==> src/rtl/stbs_pkg.sv <==
// Shared types and constants for the sorted table binary search block.
package stbs_pkg;

    localparam int TABLE_DEPTH = 4096;
    localparam int ADDR_W      = $clog2(TABLE_DEPTH);
    localparam int CNT_W       = ADDR_W + 1;
    localparam int KEY_W       = 64;
    localparam int ENTRY_W     = KEY_W + 1;
    localparam int S_DATA_W    = ((ADDR_W + ENTRY_W + 7) / 8) * 8;
    localparam int M_DATA_W    = ((ADDR_W + 7) / 8) * 8;

    typedef enum logic [1:0] {
        ST_IDLE,
        ST_PROBE,
        ST_CMP,
        ST_DONE
    } state_t;

    // Controller to datapath
    typedef struct packed {
        logic accept_write;
        logic accept_search;
        logic probe;
        logic step;
        logic finish;
    } cmd_t;

    // Datapath to controller
    typedef struct packed {
        logic range_open;
        logic hit;
        logic out_free;
    } stat_t;

endpackage

==> src/rtl/stbs_ctrl.sv <==
// Controller state machine for the table search.
module stbs_ctrl import stbs_pkg::*; (
    input  logic   aclk,
    input  logic   aresetn,
    input  logic   s_tvalid,
    input  logic   s_mode,
    output logic   s_tready,
    input  stat_t  stat,
    output cmd_t   cmd
);

    state_t state_reg, state_next;

    // Hold state
    always_ff @(posedge aclk) begin
        if (!aresetn) begin
            state_reg <= ST_IDLE;
        end else begin
            state_reg <= state_next;
        end
    end

    // Next state
    always_comb begin
        state_next = state_reg;
        unique case (state_reg)
            ST_IDLE: begin
                if (s_tvalid && s_mode) state_next = ST_PROBE;
            end
            ST_PROBE: begin
                state_next = stat.range_open ? ST_CMP : ST_DONE;
            end
            ST_CMP: begin
                state_next = stat.hit ? ST_DONE : ST_PROBE;
            end
            ST_DONE: begin
                if (stat.out_free) state_next = ST_IDLE;
            end
            default: state_next = ST_IDLE;
        endcase
    end

    // Outputs
    always_comb begin
        s_tready = 1'b0;
        cmd      = '0;
        unique case (state_reg)
            ST_IDLE: begin
                s_tready          = 1'b1;
                cmd.accept_write  = s_tvalid && !s_mode;
                cmd.accept_search = s_tvalid && s_mode;
            end
            ST_PROBE: begin
                cmd.probe = stat.range_open;
            end
            ST_CMP: begin
                cmd.step = 1'b1;
            end
            ST_DONE: begin
                cmd.finish = stat.out_free;
            end
            default: ;
        endcase
    end

endmodule

==> config.mk <==
export PLATFORM = sky130hd
export DESIGN_NAME = stbs_ctrl
export DESIGN_NICKNAME = d
export VERILOG_FILES = /design/src/rtl/stbs_pkg.sv /design/src/rtl/stbs_ctrl.sv
export SDC_FILE = /design/constraint.sdc
export NUM_CORES = 1
export LEC_CHECK = 0
export ABC_AREA = 1
export BUFFER_PORTS_ARGS = -buffer_cell sky130_fd_sc_hd__buf_2
export CAP_MARGIN = 20
export CORE_AREA = 2 2 39 41
export CTS_BUF_LIST = sky130_fd_sc_hd__clkbuf_8
export DETAILED_ROUTE_END_ITERATION = 12
export DIE_AREA = 0 0 41 43
export MAX_ROUTING_LAYER = met4
export PLACE_DENSITY = 0.35
export SLEW_MARGIN = 20
export SYNTH_ARGS = -nofsm -noshare
export SYNTH_HDL_FRONTEND = slang
export SYNTH_SLANG_ARGS = --single-unit
==> constraint.sdc <==
create_clock -name aclk -period 0.8 [get_ports aclk]
set_input_delay 0.12 -clock aclk [delete_from_list [all_inputs] [get_ports aclk]]
set_output_delay 0.12 -clock aclk [all_outputs]
set_load 0.05 [all_outputs]
After elaboration in Yosys (flattened, before gate mapping)

Cells that the tools add are included.

Register bits after elaboration: 2
Input port bits: 7

Eq/ne operators: 5
Mux-type cells: 10
Reductions and logical operators: 5

Operators with widths:

| operator                                            | count |
|---|---|
| two-way mux 2 bit                                   | 4 |
| case mux 2 bit (4 select lines)                     | 1 |
| two-way mux 1 bit                                   | 5 |
| equality test 2 bit, second input constant          | 2 |
| != test 2 bit, second input constant                | 2 |
| equality test 2 x 1 -> 1 bit, second input constant | 1 |
| logical AND 1 bit                                   | 2 |
| logical NOT 2 bit                                   | 1 |
| AND reduction 2 bit                                 | 1 |
| logical NOT 1 bit                                   | 1 |

Depth between registers and ports, before layout

Depth after elaboration: 3
Gate-level depth with buffers: 4
Mapped depth without buffers: 4

Worst setup path before layout

Ideal clock, no wire load.

Path kind: reg-to-output
Start point: reg state_reg[0]
End point: out cmd[4] in the netlist's numbering
Arrival time: 1.585 ns
Setup slack: -0.905 ns
Stages on the path, launching flop included: 4
Path buffers: 0
Cells stage by stage: dfxtp_1 -> nor2_2 -> nand2_1 -> nor2_1

RTL lines:

| what                   | line            | RTL |
|---|---|---|
| from (decl)            | stbs_ctrl.sv:12 | `state_t state_reg, state_next;` |
| from (signal assigned) | stbs_ctrl.sv:19 | `state_reg <= state_next;` |
| to (decl)              | stbs_ctrl.sv:9  | `output cmd_t cmd` |

==> impl_results.rst <==
.. list-table::
   :header-rows: 1

   * - Metric
     - Value
   * - Proportion of layout cells with a drive suffix above 1
     - 84.6%
   * - Max capacitance violation total
     - 0
   * - RSZ-0062 raised after global routing
     - true
   * - Floorplan die height
     - 43 um
   * - Number of detailed-routing iterations run before antenna repair
     - 1
   * - Number of global-route vias before repair
     - 183
   * - Antenna violation net count after detailed routing
     - 0
   * - Hold Violations, Final
     - 0
   * - Run status
     - finished with violations
   * - Sequential power share
     - 17.1%
   * - Clock slew at the register clock pins of the worst setup and hold paths
     - 30 ps
   * - Pin slew with the least headroom to its limit
     - 155 ps
   * - Yosys Warn Count
     - 0
   * - Count of routing violations after the opening detailed-route iteration
     - 0
   * - Num Clock Sinks
     - 2
   * - DIE AREA
     - 1760 sq um
   * - Routability congestion estimate
     - 0.550
   * - Vias post-DR
     - 194
   * - Slew margin rel.
     - 89.6%
   * - Max clock buf depth
     - 2
   * - Max reg flops
     - 2
   * - Total negative setup slack
     - -1720 ps
   * - Most frequent standard cell in the layout excluding fill and tap cells
     - buf_2
   * - Root buffer cell
     - clkbuf_8
   * - Largest area contributor in the netlist
     - dfxtp_1
   * - Start point of the critical path
     - state_reg[0]
   * - Clock period minus final worst setup slack
     - 1100 ps
   * - Instance count of the mapped netlist
     - 19
   * - Portion of synthesized cell area occupied by the leading cell type
     - 36.0%
   * - Diode count
     - 0
   * - Worst Path Required
     - 680 ps
   * - Post-cts hold buffer count
     - 0
   * - Overall fraction of global-route tracks in use
     - 6.37%
   * - Top cells by area, synth
     - dfxtp_1 36%, nand2_1 17%, nor2_1 13%
   * - Core region area
     - 1380 sq um
   * - Final setup slack of the worst path
     - -304 ps
   * - Share of synthesized area occupied by flip-flops and latches
     - 36.0%
   * - Total internal power
     - 0.555 mW
   * - Die width
     - 41 um
   * - Net count, final
     - 48
   * - Failing checks
     - negative setup slack
   * - Net switching power
     - 0.256 mW
   * - Cell leakage power
     - 0.169 nW
   * - Seq cells post-synth
     - 2
   * - Largest fanout of any net on the critical path
     - 5
   * - Number of cell instances on the worst register-to-register path
     - 5
   * - Part of the cycle the worst path needs
     - 138%
   * - Crit Reg-Reg Startpoint
     - state_reg[1]
   * - Clock Skew
     - 2.24 ps
   * - Post-detailed-routing wire length
     - 416 um
   * - Post-Route Hold Slack
     - 144 ps
   * - Worst-skew pair later-pin latency
     - 210 ps
   * - TritonCTS clock tree
     - built
   * - Syn Nets
     - 26
   * - Layout overhead on the synthesized area
     - 252%
   * - Crit Path Class
     - register to output port
   * - Num rows
     - 14
   * - Maximum level of the CTS H-tree
     - 1
   * - Total power divided by cell area
     - 2070 nW/um^2
   * - I/O pin cnt
     - 13
   * - Portion of total power attributed to combinational logic
     - 34.8%
   * - Avg Inst Size Synth
     - 5.86 sq um
   * - Setup crit start kind
     - register
   * - Classification of the worst-slack hold path
     - input port to register
   * - Clock power share
     - 48.2%
   * - First-pass GRT wire length
     - 683 um
   * - Internal reg-to-reg setup slack
     - -80 ps
   * - Sort of element at the end of the critical path
     - output port
   * - CP Capture Point
     - cmd[4]
   * - Number of design rule violations left after detail routing
     - 0
   * - Post-Place Cells
     - 51
   * - Data arrival, critical path
     - 980 ps
   * - Routed WL per cell
     - 7.56 um
   * - Total power draw
     - 0.810 mW
   * - Starting density of the core
     - 8.05%
   * - Achievable Freq
     - 0.906 GHz
   * - Number of port buffers
     - 12
   * - DP Wirelength
     - 338 um
   * - Final Max Tran Viols
     - 0
   * - Sw Ratio
     - 31.5%
   * - Netlist area before placement
     - 111 sq um
   * - Peak supply drop
     - 0.000613 V
   * - Antenna violations before repair
     - 0
   * - Worst r2r dst
     - state_reg[0]
   * - GRT overflow
     - 0
   * - Number of distinct library cell variants in the gate-level netlist after synthesis
     - 9
   * - Largest net degree at the start of global routing
     - 6
   * - Most used cells in the layout excluding fill and tap cells
     - 6 x buf_2, 4 x buf_8, 4 x buf_4
   * - Setup violators final
     - 8
   * - Number of buffers created by CTS
     - 3
   * - Vias/cell
     - 3.53
   * - Final Non-Filler Cells
     - 55
[critical path, cell delays in order, from the launching register on]
cell and delay, ps:
dfxtp_4 360, nor2_4 120, nand2_2 70, nor2_4 90
buf_8 150
[layout make-up]
type / count / area (sq um)
Fill cell: 165 / 992
Timing Repair Buffer: 17 / 154
Multi-Input combinational cell: 14 / 108
Sequential cell: 2 / 47.5
Clock buffer: 3 / 41.3
Inverter: 3 / 21.3
Tap cell: 16 / 20.0
[repair_timing]
item / in CTS / in global routing
setup buffers: 1 / 0
endpoints found under the setup margin: 8 / 8
resized for setup: 22 / 1
pin swaps: 4 / 0
[how the worst min path moves through the flow]
stage / cells after the start / from / slack [ps] / to
2_1_floorplan: 2 / aresetn / 260 / state_reg[1]
3_3_place_gp: 3 / aresetn / 380 / state_reg[1]
3_5_place_dp: 3 / aresetn / 370 / state_reg[1]
4_1_cts: 3 / aresetn / 140 / state_reg[1]
5_1_grt: 3 / aresetn / 150 / state_reg[1]
6_report: 3 / aresetn / 140 / state_reg[1]
[cell families (layout without fill, tap and decap cells)]
group | after synthesis | in the layout | synth area share [%]
DFF | 2 | 2 | 36.0
AOI/OAI and AO/OA | 1 | 1 | 4.49
and+or+nand+nor | 13 | 13 | 49.4
buffers and inverters | 3 | 23 | 10.1
[synthesized netlist by cell type (all sizes together)]
cell	count
a21oi	1
inv	3
nand2	5
nor3	1
nor2	5
dfxtp	2
nand3	2
[per-layer routing]
metal | GRT usage, % | share of wire (%) | vias up
met3 | 3.14 | 13 | 0
met1 | 5.75 | 35 | 85
met2 | 9.06 | 52 | 10
li1 | - | - | 99
met5 | - | 0 | -
met4 | 6.00 | 0 | 0
[power groups by stage]
stage | Sequential [mW] | Clock, mW | Combinational [mW]
floorplan | 0.136 | 0 | 0.148
global placement | 0.139 | 0 | 0.217
detailed placement | 0.139 | 0 | 0.215
CTS | 0.139 | 0.403 | 0.281
global route | 0.141 | 0.419 | 0.301
finish | 0.138 | 0.390 | 0.282
[metrics by stage]
step                utilization (%)  setup WS, ps  instance area (sq um)
floorplan                         -          -384                    154
global placement               19.1          -230                    264
detailed placement             19.1          -243                    264
CTS                            28.0          -316                    388
global route                   28.3          -353                    392
finish                         28.3          -304                    392
No activity file was read; power rests on OpenSTA's default activity.
